==> config.mk <==
export PLATFORM = sky130hd
export DESIGN_NAME = gpa_gain
export DESIGN_NICKNAME = d
export VERILOG_FILES = /design/src/rtl/gpa_pkg.sv /design/src/rtl/gpa_gain.sv
export SDC_FILE = /design/constraint.sdc
export NUM_CORES = 2
export LEC_CHECK = 0
export BUFFER_PORTS_ARGS = -buffer_cell sky130_fd_sc_hd__buf_2
export CAP_MARGIN = 40
export CORE_UTILIZATION = 60
export DETAILED_ROUTE_END_ITERATION = 10
export PLACE_DENSITY = 0.8
export RECOVER_POWER = 25
export SLEW_MARGIN = 20
export SYNTH_ARGS = -nofsm -noshare
export SYNTH_HDL_FRONTEND = slang
export SYNTH_SLANG_ARGS = --single-unit
export TNS_END_PERCENT = 50
==> constraint.sdc <==
create_clock -name clock -period 13.3 [get_ports clock]
set_clock_uncertainty 0.2 [all_clocks]
set_input_delay 2.66 -clock clock [delete_from_list [all_inputs] [get_ports clock]]
set_output_delay 2.66 -clock clock [all_outputs]
set_load 0.01 [all_outputs]
==> src/rtl/gpa_pkg.sv <==
// Shared types, constants and arithmetic helpers for the pointing-angle pipeline.
`default_nettype none

package gpa_pkg;

   // Build constants
   localparam int ITERATIONS  = 16;
   localparam int COORD_WIDTH = 32;

   // Field and datapath widths
   localparam int FIELD_W     = 32;
   localparam int ANGLE_OUT_W = 16;
   localparam int DATA_W      = 54;
   localparam int ANGLE_W     = 32;
   localparam int GUARD_SHIFT = 50 - COORD_WIDTH;
   localparam int Q_SHIFT     = 16;
   localparam int KINV_W      = 24;
   localparam int LO_W        = 16;
   localparam int CSR_INDEX_W = 2;

   localparam logic [KINV_W-1:0]         KINV_Q24    = 24'd10188014;
   localparam logic signed [ANGLE_W-1:0] HALF_PI_Q29 = 32'sd843314857;
   localparam int                        ANGLE_MAX   = 25736;

   // Register indexes of the configuration port
   typedef enum logic [CSR_INDEX_W-1:0] {
      CSR_TARGET_X     = 2'd0,
      CSR_TARGET_Y     = 2'd1,
      CSR_TARGET_Z     = 2'd2,
      CSR_TARGET_VALID = 2'd3
   } csr_index_type;

   // Input word
   typedef struct packed {
      logic signed [FIELD_W-1:0] center_x;
      logic signed [FIELD_W-1:0] center_y;
      logic signed [FIELD_W-1:0] center_z;
   } req_type;

   // Result word
   typedef struct packed {
      logic signed [ANGLE_OUT_W-1:0] pitch_angle;
      logic signed [ANGLE_OUT_W-1:0] yaw_angle;
      logic                          no_target;
   } rsp_type;

   // Data that rides along with a vector through the pipeline
   typedef struct packed {
      logic                        no_target;
      logic signed [DATA_W-1:0]    aux_y;
      logic signed [ANGLE_W-1:0]   aux_z;
   } side_type;

   // One CORDIC stage: vector, accumulated angle, zero-vector flag
   typedef struct packed {
      logic signed [DATA_W-1:0]  x;
      logic signed [DATA_W-1:0]  y;
      logic signed [ANGLE_W-1:0] z;
      logic                      zero;
   } cordic_type;

   // Sign-extend a coordinate from bit COORD_WIDTH-1
   function automatic logic signed [COORD_WIDTH:0] coord_ext(input logic [FIELD_W-1:0] v);
      logic [63:0]                    vw;
      logic signed [COORD_WIDTH-1:0]  t;
      vw = 64'(v);
      t  = vw[COORD_WIDTH-1:0];
      return (COORD_WIDTH+1)'(t);
   endfunction

   // atan(2^-i) in Q.29 radians, rounded to nearest
   function automatic logic signed [ANGLE_W-1:0] atan_entry(input int i);
      logic signed [ANGLE_W-1:0] r;
      case (i)
         0:       r = 32'sd421657428;
         1:       r = 32'sd248918915;
         2:       r = 32'sd131521918;
         3:       r = 32'sd66762579;
         4:       r = 32'sd33510843;
         5:       r = 32'sd16771758;
         6:       r = 32'sd8387925;
         7:       r = 32'sd4194219;
         8:       r = 32'sd2097141;
         9:       r = 32'sd1048575;
         default: r = (i <= 29) ? ANGLE_W'(64'sd1 <<< (29 - i)) : '0;
      endcase
      return r;
   endfunction

   // Round Q.29 half up to Q.13 and saturate to +-pi
   function automatic logic signed [ANGLE_OUT_W-1:0] to_q13(
      input logic signed [ANGLE_W-1:0] z
   );
      logic signed [ANGLE_W:0]         zr;
      logic signed [ANGLE_W-Q_SHIFT:0] a;
      logic signed [ANGLE_W-Q_SHIFT:0] lim;
      logic signed [ANGLE_OUT_W-1:0]   r;
      zr  = (ANGLE_W+1)'(z) + (ANGLE_W+1)'(33'sd1 <<< (Q_SHIFT-1));
      a   = (ANGLE_W-Q_SHIFT+1)'(zr >>> Q_SHIFT);
      lim = (ANGLE_W-Q_SHIFT+1)'(ANGLE_MAX);
      if (a > lim) begin
         r = ANGLE_OUT_W'(lim);
      end else if (a < -lim) begin
         r = ANGLE_OUT_W'(-lim);
      end else begin
         r = ANGLE_OUT_W'(a);
      end
      return r;
   endfunction

endpackage

`default_nettype wire

==> src/rtl/gpa_gain.sv <==
// Two-stage multiply of the first-pass length by the inverse CORDIC gain.
`default_nettype none

module gpa_gain (
   input  logic                               clock,
   input  logic                               reset,
   input  logic                               en,
   input  logic                               in_valid,
   input  logic signed [gpa_pkg::DATA_W-1:0]  in_mag,
   input  gpa_pkg::side_type                  in_side,
   output logic                               out_valid,
   output logic signed [gpa_pkg::DATA_W-1:0]  out_len,
   output gpa_pkg::side_type                  out_side
);
   import gpa_pkg::*;

   localparam int HI_W  = DATA_W - LO_W;
   localparam int PHI_W = HI_W + KINV_W;
   localparam int PLO_W = LO_W + KINV_W;

   logic [1:0]               valid_ff;
   logic [DATA_W-1:0]        mag_u;
   logic [PHI_W-1:0]         phi_in;
   logic [PHI_W-1:0]         phi_ff;
   logic [PLO_W-1:0]         plo_full;
   logic [KINV_W-1:0]        plo_in;
   logic [KINV_W-1:0]        plo_ff;
   logic [PHI_W-1:0]         sum;
   logic signed [DATA_W-1:0] len_in;
   logic signed [DATA_W-1:0] len_ff;
   side_type                 side1_ff;
   side_type                 side2_ff;

   // Clamp to non-negative and split into high and low parts
   always_comb begin
      mag_u    = (in_mag > 0) ? in_mag : '0;
      phi_in   = PHI_W'(mag_u[DATA_W-1:LO_W]) * PHI_W'(KINV_Q24);
      plo_full = PLO_W'(mag_u[LO_W-1:0]) * PLO_W'(KINV_Q24);
      plo_in   = plo_full[PLO_W-1:LO_W];
   end

   // Add partial products and drop the extra fraction bits
   always_comb begin
      sum    = phi_ff + PHI_W'(plo_ff);
      len_in = DATA_W'(sum >> (KINV_W - LO_W));
   end

   always_ff @(posedge clock) begin
      if (en) begin
         phi_ff   <= phi_in;
         plo_ff   <= plo_in;
         side1_ff <= in_side;
         len_ff   <= len_in;
         side2_ff <= side1_ff;
      end
   end

   always_ff @(posedge clock) begin
      if (reset) begin
         valid_ff <= '0;
      end else if (en) begin
         valid_ff <= {valid_ff[0], in_valid};
      end
   end

   assign out_valid = valid_ff[1];
   assign out_len   = len_ff;
   assign out_side  = side2_ff;

endmodule

`default_nettype wire

==> run summary <==
Highest-delay cell along the critical path = sky130_fd_sc_hd__fa_1
# fillers = 4597
Number of search-and-repair iterations in the first detailed-routing pass = 5
Final hold violation count = 0
RSZ-0062 raised after global routing = false
Data arrival time of the critical path = 11.62 ns
Total gr overflow = 0
Largest stage delay on the critical path = 0.56 ns
Final weighted congestion in routability-driven placement = 0.974
Top cells by area in the synthesized netlist = sky130_fd_sc_hd__fa_1 (33%), sky130_fd_sc_hd__edfxtp_1 (26%), sky130_fd_sc_hd__ha_1 (16%)
Class of the tightest hold or removal check = register to register
Post-layout utilization of the core = 0.664
Share of the clock period used by the worst path = 0.861
Most frequently used cell type in the post-synthesis netlist = sky130_fd_sc_hd__inv_1
# Post-CTS Setup Buffers = 0
Run status = finished clean
Deepest level of the CTS H-tree = 1
Clock buffers created by TritonCTS = 26
GR Util All Layers = 0.299
Logic depth of the worst register-to-register path = 11
Top-area cell type share of the netlist area = 0.331
Synth Register Bits = 314
Count of input and output buffers = 286
Number of standard-cell rows in the floorplan = 89
Endpoint of the worst-slack reg-to-reg timing path = out_len[44]
Final ANT Viol Nets = 0
WHS Path Cells = 0
Total core area = 59000 um^2
Largest buffer count on any clock path = 3
Endpoints failing setup = 0
Drt total wl = 89300 um
Clock edge transition at the registers on the reported setup and hold paths = 0.07 ns
Final TNS setup = 0 ns
Number of antenna violations at the first check in global routing = 2
Max-slew violation count = 0
List of most frequent post-synthesis cells = sky130_fd_sc_hd__inv_1 (906), sky130_fd_sc_hd__fa_1 (593), sky130_fd_sc_hd__ha_1 (468), sky130_fd_sc_hd__edfxtp_1 (312), sky130_fd_sc_hd__a21oi_1 (118)
Critical Path End Type = register
Highest clock frequency the design can meet = 0.0873 GHz
Mapped Avg Cell Area = 11.4 um^2
Vias in the first global route = 23500
Die Wd = 246 um
TritonCTS clock tree = done
Maximum fanout along the worst path = 24
EDFF count, synth = 312
Slew @ Worst Pin = 1.04 ns
Source-to-sink clock delay at the later pin of the worst-skew pair = 0.55 ns
Most common cell type on the critical path = sky130_fd_sc_hd__fa_1
Primary FF master, synth = sky130_fd_sc_hd__edfxtp_1
Floorplan die area = 60700 um^2
DRT iter0 DRCs = 1664
Seq/Total Area, Yosys = 0.263
Fraction of layout cells with a size suffix above 1 = 0.102
Crit start category = input port
Slack of the worst reg-to-reg path = 9.74 ns
Via count = 23200
Gate count of the mapped netlist = 3147
Estimated wirelength of the detail-placed design = 78500 um
Layout net count = 4653
Die Height = 246 um
Boundary Pins = 287
Area growth from synthesis to layout = 9.42%
First-pass GRT wire length = 136000 um
Syn. warnings = 0
Number of buffers inserted for hold repair after clock tree synthesis = 0
Reg-to-reg critical path startpoint = phi_ff[5]
Clk Tree Root Cell = sky130_fd_sc_hd__clkbuf_16
Post-detailed-route wirelength per cell = 21.0 um
Endpoint required time on the critical path = 13.46 ns
Top cell type by total area after synthesis = sky130_fd_sc_hd__fa_1
Min-Delay Startpoint = side1_ff[71]
Unique masters post-synth = 64
Post-layout minimum cycle time = 11.45 ns
Worst setup path category = input port to register
Max-slew headroom = 0.309
Max-cap violations = 0
WHS Endpoint = out_side[71]
Pin count of the biggest net entering global routing = 178
Post-CTS resize count = 0
Starting density of the core = 0.607
Async set-reset flop share out of synthesis = 0
Residual DRC = 0
Vias/cell = 5.46
Number of sinks handled by clock tree synthesis = 314
Total standard cell area after synthesis = 35800 um^2
## state kept, by name, indices dropped and copies added, names as in the netlist
| register | cells |
|---|---|
| valid_ff | 2 |
| out_len | 54 |
| phi_ff | 61 |
| out_side | 87 |
| plo_ff | 23 |
| side1_ff | 87 |
## cell usage in the layout (no fill, tap or decap), types with 8 or more instances in the layout
master                      count
sky130_fd_sc_hd__o21bai_1      16
sky130_fd_sc_hd__ha_1         468
sky130_fd_sc_hd__xor2_1        48
sky130_fd_sc_hd__nor2_1        62
sky130_fd_sc_hd__nor2b_1       12
sky130_fd_sc_hd__and2_1        20
sky130_fd_sc_hd__a21o_1        48
sky130_fd_sc_hd__o21a_1        18
sky130_fd_sc_hd__a21oi_1      118
sky130_fd_sc_hd__o211ai_1       9
sky130_fd_sc_hd__fa_1         593
sky130_fd_sc_hd__inv_1        906
sky130_fd_sc_hd__and3_1        20
sky130_fd_sc_hd__nor3_1        17
sky130_fd_sc_hd__clkbuf_1       8
sky130_fd_sc_hd__nor4_1        19
sky130_fd_sc_hd__nand2_1      103
sky130_fd_sc_hd__o21ai_0       44
sky130_fd_sc_hd__buf_2        278
sky130_fd_sc_hd__nand4_1       48
sky130_fd_sc_hd__xnor2_1       87
sky130_fd_sc_hd__conb_1        15
sky130_fd_sc_hd__clkbuf_16     26
sky130_fd_sc_hd__nand3_1       30
sky130_fd_sc_hd__nand2b_1      21
sky130_fd_sc_hd__edfxtp_1     312
sky130_fd_sc_hd__a31oi_1       10
## worst max-delay path, delay by kind of cell
kind / cells / cell delay [ns]
compound gates: 5 / 1.05
fa+ha+maj: 8 / 3.92
buf+inv: 9 / 1.39
mux: 1 / 0.11
simple gates: 8 / 2.47
## worst max path at each step
stage / from / to / slack (ns)
finish: in_mag[48] / phi_ff[61] / 1.85
global route: in_mag[48] / phi_ff[61] / 1.40
CTS: in_mag[48] / phi_ff[61] / 1.88
detailed placement: in_mag[48] / phi_ff[61] / 1.28
global placement: in_mag[48] / phi_ff[61] / 1.08
floorplan: in_mag[28] / phi_ff[55] / 2.95
## cells by family after synthesis
family,share of synthesized area
adders and majority gates,0.495
DFF,0.263
AOI/OAI and AO/OA,0.0541
xor gates and xnor gates,0.0330
other,0.000210
buffers and inverters,0.0989
and+or+nand+nor,0.0550
muxes,0.00140
## cell type report
type | instances | area [um^2] | share of cell area
diodes | 2 | 5.00 | 0.000128
multi-input cells | 1905 | 22900 | 0.585
well taps | 773 | 967 | 0.0247
repair buffers | 294 | 1510 | 0.0386
flip-flops and latches | 314 | 9410 | 0.240
clock buffers | 27 | 654 | 0.0167
clock inverters | 21 | 310 | 0.00792
inverters | 906 | 3400 | 0.0867
## metrics by stage
| stage | instance area (um^2) | instances | hold WS (ns) | worst slack, ns |
|---|---|---|---|---|
| final | 39200 | 4242 | 0.215 | 1.85 |
| after global routing | 39200 | 4242 | 0.223 | 1.40 |
| after CTS | 39200 | 4238 | 0.219 | 1.88 |
| after detailed placement | 38200 | 4190 | 0.205 | 1.28 |
| after global placement | 38200 | 4188 | 0.200 | 1.08 |
| after floorplan | 35900 | 3160 | 0.200 | 2.95 |
## layer usage
layer,up-vias,routed length (um),global-route usage
li1,10600,-,-
met2,934,39600,0.459
met5,-,0,0
met3,129,7440,0.0510
met4,0,3360,0.104
met1,11500,38900,0.432
Power is left out: the tool's default activity adds up to more than one toggle a clock period on the data nets, which glitch-free logic cannot reach.
