[src/rtl/gpa_pkg.sv]
// Shared types, constants and arithmetic helpers for the pointing-angle pipeline.
`default_nettype none

package gpa_pkg;

   // Build constants
   localparam int ITERATIONS  = 16;
   localparam int COORD_WIDTH = 32;

   // Field and datapath widths
   localparam int FIELD_W     = 32;
   localparam int ANGLE_OUT_W = 16;
   localparam int DATA_W      = 54;
   localparam int ANGLE_W     = 32;
   localparam int GUARD_SHIFT = 50 - COORD_WIDTH;
   localparam int Q_SHIFT     = 16;
   localparam int KINV_W      = 24;
   localparam int LO_W        = 16;
   localparam int CSR_INDEX_W = 2;

   localparam logic [KINV_W-1:0]         KINV_Q24    = 24'd10188014;
   localparam logic signed [ANGLE_W-1:0] HALF_PI_Q29 = 32'sd843314857;
   localparam int                        ANGLE_MAX   = 25736;

   // Register indexes of the configuration port
   typedef enum logic [CSR_INDEX_W-1:0] {
      CSR_TARGET_X     = 2'd0,
      CSR_TARGET_Y     = 2'd1,
      CSR_TARGET_Z     = 2'd2,
      CSR_TARGET_VALID = 2'd3
   } csr_index_type;

   // Input word
   typedef struct packed {
      logic signed [FIELD_W-1:0] center_x;
      logic signed [FIELD_W-1:0] center_y;
      logic signed [FIELD_W-1:0] center_z;
   } req_type;

   // Result word
   typedef struct packed {
      logic signed [ANGLE_OUT_W-1:0] pitch_angle;
      logic signed [ANGLE_OUT_W-1:0] yaw_angle;
      logic                          no_target;
   } rsp_type;

   // Data that rides along with a vector through the pipeline
   typedef struct packed {
      logic                        no_target;
      logic signed [DATA_W-1:0]    aux_y;
      logic signed [ANGLE_W-1:0]   aux_z;
   } side_type;

   // One CORDIC stage: vector, accumulated angle, zero-vector flag
   typedef struct packed {
      logic signed [DATA_W-1:0]  x;
      logic signed [DATA_W-1:0]  y;
      logic signed [ANGLE_W-1:0] z;
      logic                      zero;
   } cordic_type;

   // Sign-extend a coordinate from bit COORD_WIDTH-1
   function automatic logic signed [COORD_WIDTH:0] coord_ext(input logic [FIELD_W-1:0] v);
      logic [63:0]                    vw;
      logic signed [COORD_WIDTH-1:0]  t;
      vw = 64'(v);
      t  = vw[COORD_WIDTH-1:0];
      return (COORD_WIDTH+1)'(t);
   endfunction

   // atan(2^-i) in Q.29 radians, rounded to nearest
   function automatic logic signed [ANGLE_W-1:0] atan_entry(input int i);
      logic signed [ANGLE_W-1:0] r;
      case (i)
         0:       r = 32'sd421657428;
         1:       r = 32'sd248918915;
         2:       r = 32'sd131521918;
         3:       r = 32'sd66762579;
         4:       r = 32'sd33510843;
         5:       r = 32'sd16771758;
         6:       r = 32'sd8387925;
         7:       r = 32'sd4194219;
         8:       r = 32'sd2097141;
         9:       r = 32'sd1048575;
         default: r = (i <= 29) ? ANGLE_W'(64'sd1 <<< (29 - i)) : '0;
      endcase
      return r;
   endfunction

   // Round Q.29 half up to Q.13 and saturate to +-pi
   function automatic logic signed [ANGLE_OUT_W-1:0] to_q13(
      input logic signed [ANGLE_W-1:0] z
   );
      logic signed [ANGLE_W:0]         zr;
      logic signed [ANGLE_W-Q_SHIFT:0] a;
      logic signed [ANGLE_W-Q_SHIFT:0] lim;
      logic signed [ANGLE_OUT_W-1:0]   r;
      zr  = (ANGLE_W+1)'(z) + (ANGLE_W+1)'(33'sd1 <<< (Q_SHIFT-1));
      a   = (ANGLE_W-Q_SHIFT+1)'(zr >>> Q_SHIFT);
      lim = (ANGLE_W-Q_SHIFT+1)'(ANGLE_MAX);
      if (a > lim) begin
         r = ANGLE_OUT_W'(lim);
      end else if (a < -lim) begin
         r = ANGLE_OUT_W'(-lim);
      end else begin
         r = ANGLE_OUT_W'(a);
      end
      return r;
   endfunction

endpackage

`default_nettype wire

[src/rtl/gpa_out.sv]
// Angle rounding, result register and skid stage toward the result channel.
`default_nettype none

module gpa_out (
   input  logic                               clock,
   input  logic                               reset,
   input  logic                               in_valid,
   input  logic signed [gpa_pkg::ANGLE_W-1:0] in_pitch,
   input  gpa_pkg::side_type                  in_side,
   output logic                               pipe_en,
   output logic                               rsp_valid,
   input  logic                               rsp_stall,
   output gpa_pkg::rsp_type                   rsp_word
);
   import gpa_pkg::*;

   rsp_type res;
   rsp_type rsp_in;
   rsp_type rsp_ff;
   rsp_type skid_ff;
   logic    rsp_valid_in;
   logic    rsp_valid_ff;
   logic    skid_valid_in;
   logic    skid_valid_ff;
   logic    take;

   // Round both angles; no target forces zero angles
   always_comb begin
      res.no_target   = in_side.no_target;
      res.pitch_angle = in_side.no_target ? '0 : to_q13(in_pitch);
      res.yaw_angle   = in_side.no_target ? '0 : to_q13(in_side.aux_z);
   end

   // Hold the pipeline only while the skid word waits
   assign pipe_en = !skid_valid_ff;
   assign take    = !rsp_valid_ff || !rsp_stall;

   // Drain skid first, else load from the pipeline or park in skid
   always_comb begin
      rsp_in        = rsp_ff;
      rsp_valid_in  = rsp_valid_ff;
      skid_valid_in = skid_valid_ff;
      if (take) begin
         if (skid_valid_ff) begin
            rsp_in        = skid_ff;
            rsp_valid_in  = 1'b1;
            skid_valid_in = 1'b0;
         end else begin
            rsp_in       = res;
            rsp_valid_in = in_valid;
         end
      end else if (in_valid && pipe_en) begin
         skid_valid_in = 1'b1;
      end
   end

   always_ff @(posedge clock) begin
      if (reset) begin
         rsp_valid_ff  <= 1'b0;
         skid_valid_ff <= 1'b0;
      end else begin
         rsp_valid_ff  <= rsp_valid_in;
         skid_valid_ff <= skid_valid_in;
      end
   end

   always_ff @(posedge clock) begin
      rsp_ff <= rsp_in;
      if (!take && pipe_en) begin
         skid_ff <= res;
      end
   end

   assign rsp_valid = rsp_valid_ff;
   assign rsp_word  = rsp_ff;

   // A parked word always sits behind a shown one
   a_skid_behind_rsp: assert property (@(posedge clock) disable iff (reset)
      skid_valid_ff |-> rsp_valid_ff)
      else $error("skid word held without a result shown");

   // A taken result with a parked word moves the parked word up
   a_skid_drains: assert property (@(posedge clock) disable iff (reset)
      rsp_valid_ff && !rsp_stall && skid_valid_ff |=> rsp_valid_ff && !skid_valid_ff)
      else $error("skid word not moved to the result register");

   // No target means zero angles
   a_no_target_zero: assert property (@(posedge clock) disable iff (reset)
      rsp_valid_ff && rsp_ff.no_target |->
         rsp_ff.pitch_angle == '0 && rsp_ff.yaw_angle == '0)
      else $error("angles not zero without a target");

   // Angles stay within +-pi
   a_angle_range: assert property (@(posedge clock) disable iff (reset)
      rsp_valid_ff |->
         $signed(rsp_ff.pitch_angle) <= 16'sd25736 &&
         $signed(rsp_ff.pitch_angle) >= -16'sd25736 &&
         $signed(rsp_ff.yaw_angle) <= 16'sd25736 &&
         $signed(rsp_ff.yaw_angle) >= -16'sd25736)
      else $error("angle beyond saturation limit");

endmodule

`default_nettype wire

[config.mk]
export PLATFORM = sky130hd
export DESIGN_NAME = gpa_out
export DESIGN_NICKNAME = d
export VERILOG_FILES = /design/src/rtl/gpa_pkg.sv /design/src/rtl/gpa_out.sv
export SDC_FILE = /design/constraint.sdc
export NUM_CORES = 1
export LEC_CHECK = 0
export BUFFER_PORTS_ARGS = -buffer_cell sky130_fd_sc_hd__buf_2
export CAP_MARGIN = 20
export CORE_MARGIN = 2
export CORE_UTILIZATION = 51
export DETAILED_ROUTE_END_ITERATION = 16
export MAX_ROUTING_LAYER = met4
export PLACE_DENSITY = 0.91
export SETUP_SLACK_MARGIN = 0.3
export SYNTH_ARGS = -nofsm -noshare
export SYNTH_HDL_FRONTEND = slang
export SYNTH_SLANG_ARGS = --single-unit
export TNS_END_PERCENT = 20
[constraint.sdc]
create_clock -name clock -period 4.9 [get_ports clock]
set_clock_uncertainty 0.15 [all_clocks]
set_input_delay 0.98 -clock clock [delete_from_list [all_inputs] [get_ports clock]]
set_output_delay 0.98 -clock clock [all_outputs]
set_load 0.005 [all_outputs]
==> run summary <==
* share of cells above drive strength 1: 22.55%
* filler cell count: 749
* register area share after synthesis: 45.11%
* floorplan die width: 97.75 um
* Crit path arrival time: 4.10 ns
* vias per cell: 6.531
* Hold Violations, Final: 0
* 1st-iter DRT viols: 528
* pin count of the biggest net entering global routing: 37
* setup repair after global routing missed its margin: no
* Overflow after GRT: 0
* netlist area before placement: 4482 um2
* pwr/cell area: 271.1 nW/um2
* average wire per standard cell: 17.28 um
* placeable core region: 8636 um2
* Yosys top cell area share: 44.22%
* worst reg-to-reg setup slack: 2.90 ns
* EDFF count, synth: 66
* Synth cell types: 66
* total die area: 9554 um2
* number of max-slew violations in the final report: 0
* Post-synth top flop: edfxtp_1
* worst-path cell with the longest stage delay: a311o_1
* number of antenna violations at the first check in global routing: 0
* Die Span Y: 97.75 um
* critical path type: in2reg
* number of post-CTS setup repair buffers: 0
* combined area of the multi-input logic cells: 2250 um2
* VDD IR-drop max: 0.1434 mV
* post-synthesis register bit count: 68
* clock latency reported for the late side of the worst-skew pair: 0.35 ns
* syn_area_per_cell: 9.915 um2
* P_sw: 0.3605 mW
* static leakage power: 1.921 nW
* # Max-Cap Violations: 0
* Resize count post-CTS: 0
* crit path time final: 4.049 ns
* final routed wirelength across all metal layers: 10.68 mm
* input/output buffers: 73
* ranking of synthesized cells by area: edfxtp_1 (44%), a21oi_1 (3.5%), a32o_1 (3.4%)
* cell taking the most area after synthesis: edfxtp_1
* area of all placed cells without fillers: 5042 um2
* effective utilization at floorplan: 51.90%
* maximum operating frequency: 0.2470 GHz
* Final setup viols: 0
* Area growth, synth to finish: 12.51%
* number of nets still failing antenna checks after routing: 0
* maximum level of the CTS H-tree: 3
* Max-Slew Margin vs Limit: 37.44%
* net switching share of the total power: 26.37%
* first-pass GRT wire length: 17.38 mm
* antenna cells: 0
* warnings from Yosys: 0
* CTS tree: built
* clock group share of total power: 32.2%
* DRC violations left: 0
* chain of cells forming the critical path: buf_2, ha_1, nand4_2, nor4_4, and3_1, mux2_1, nor4_1, a311o_1, buf_4, a32o_1
* synthesized netlist net count: 577
* FF+latch area: 2022 um2
* total routing resource utilization after global routing: 22.88%
* CTS sink cnt: 68
* type of origin of the critical path: primary input
* via count of the first global-routing pass: 3544
* CTS clk-pin slew, worst paths: 0.07 ns
* combinational share of power: 16.9%
* Int Pwr: 1.006 mW
* Seq pwr share: 50.8%
* Placement Rows: 34
* final weighted congestion in routability-driven placement: 0.9370
* required time worst endpoint: 4.95 ns
* CP Max Fanout: 21
* type of the most critical hold path: reg2reg
* worst slew pin tran: 0.9304 ns
* run status: finished, final reports clean
* post-route clock period utilization: 82.62%
* total negative slack: 0 ns
* Post-DP HPWL: 7.644 mm
* # nets final: 630
* number of buffers created by CTS: 9
* critical path endpoint category: flop
* first-pass iteration count of the detailed router: 6
* max incr delay on CP: 0.61 ns
* number of buffers added to fix hold violations after cts: 0
* boundary pin count: 158
* worst-case clock buffer depth: 2
* post-detailed-placement cell area: 4851 um2
* buffer type at the clock tree root: clkbuf_8
* Syn Inst Count: 452
* ys async rst share: 0%
* routed via count: 4036
-- layer usage --
metal | part of all wire [%] | vias up | track usage [%]
met5 | 0 | - | -
li1 | - | 1884 | -
met1 | 44 | 1887 | 32.60
met2 | 45 | 236 | 32.84
met4 | 1.8 | 0 | 7.906
met3 | 9.7 | 29 | 4.581
-- cell type report --
type / count / share of cell area (%)
Clock buffer: 9 / 2.457
Timing Repair Buffer: 79 / 8.139
Multi-Input combinational cell: 338 / 44.62
Inverter: 9 / 0.6700
Clock inverter: 7 / 1.340
Sequential cell: 68 / 40.10
Tap cell: 108 / 2.680
-- power by group through the flow --
| stage | logic, mW | registers, mW | clock network [mW] |
|---|---|---|---|
| floorplan | 0.139 | 0.713 | 0 |
| global placement | 0.219 | 0.707 | 0 |
| detailed placement | 0.226 | 0.708 | 0 |
| CTS | 0.227 | 0.695 | 0.444 |
| global route | 0.253 | 0.699 | 0.465 |
| finish | 0.231 | 0.695 | 0.441 |
-- stage by stage --
step / power, mW / std cells / utilization (%) / hold WS [ns] / setup WS, ns
6_report: 1.367 / 618 / 58.39 / 0.3846 / 0.8514
5_1_grt: 1.417 / 618 / 58.39 / 0.4166 / 0.6285
4_1_cts: 1.367 / 618 / 58.39 / 0.3851 / 0.9680
3_5_place_dp: 0.9344 / 602 / 56.17 / 0.3668 / 0.6264
3_3_place_gp: 0.9256 / 602 / 56.17 / 0.3512 / 0.7033
2_1_floorplan: 0.8518 / 452 / - / 0.3462 / 1.071
-- cell usage in the layout, fill, tap and decap left out, types with 4 or more instances in the layout --
cell type  count
a21boi_0       5
a21oi_1       31
a31oi_1       15
a32o_1        15
a32oi_1        4
a41o_1         5
and2_1        12
and3_1        20
and4_1         7
buf_2         73
buf_4          6
clkbuf_8       9
edfxtp_1      66
inv_1          9
nand2_1       33
nand3_1       13
nand4_1       17
nor2_1        22
nor3_1        14
o21ai_0       29
o31ai_1        5
or3_1          4
xnor2_1       15
xor2_1        11
-- cells in the mapped netlist, types with 3 or more instances --
library cell,count
a21boi_0,5
a21oi_1,31
a31oi_1,15
a32o_1,15
a32oi_1,4
a41o_1,5
and2_1,12
and3_1,20
and4_1,7
buf_2,13
buf_4,4
clkbuf_1,18
edfxtp_1,66
inv_1,9
nand2_1,33
nand3_1,13
nand4_1,17
nand4_2,3
nand4b_1,3
nor2_1,23
nor3_1,14
nor4_1,3
o211ai_1,3
o21ai_0,29
o22ai_1,3
o31ai_1,5
or3_1,4
xnor2_1,15
xor2_1,11
-- critical path: cells and delay by family --
family | cells | cell delay (ns)
AO/OA/AOI/OAI | 2 | 0.80
buffers and inverters | 2 | 0.41
adder cells (fa/ha/maj) | 1 | 0.29
multiplexers | 1 | 0.41
AND/OR/NAND/NOR | 4 | 1.21
-- final timing paths --
check / from / end / depth (start not counted)
hold reg to reg: skid_ff[0] / rsp_word[0] / 2
setup reg to reg: skid_valid_ff / rsp_word[20] / 5
setup / recovery: in_pitch[15] / rsp_word[21] / 10
hold / removal: skid_ff[0] / rsp_word[0] / 2
-- kinds of logic (layout without fill, tap and decap cells) --
group	after synthesis	count (layout)	share of synthesized area (%)
simple gates	171	171	22.53
compound gates	136	136	21.16
flops	68	68	45.11
buf+inv	46	104	4.746
xor+xnor	26	26	5.081
mux	3	3	0.8095
fa+ha+maj	2	2	0.5583
-- registers in the layout (all words and copies together) (netlist names) --
name / count
rsp_valid: 1
rsp_word: 33
skid_ff: 33
skid_valid_ff: 1
(Power assumes the default switching activity.)
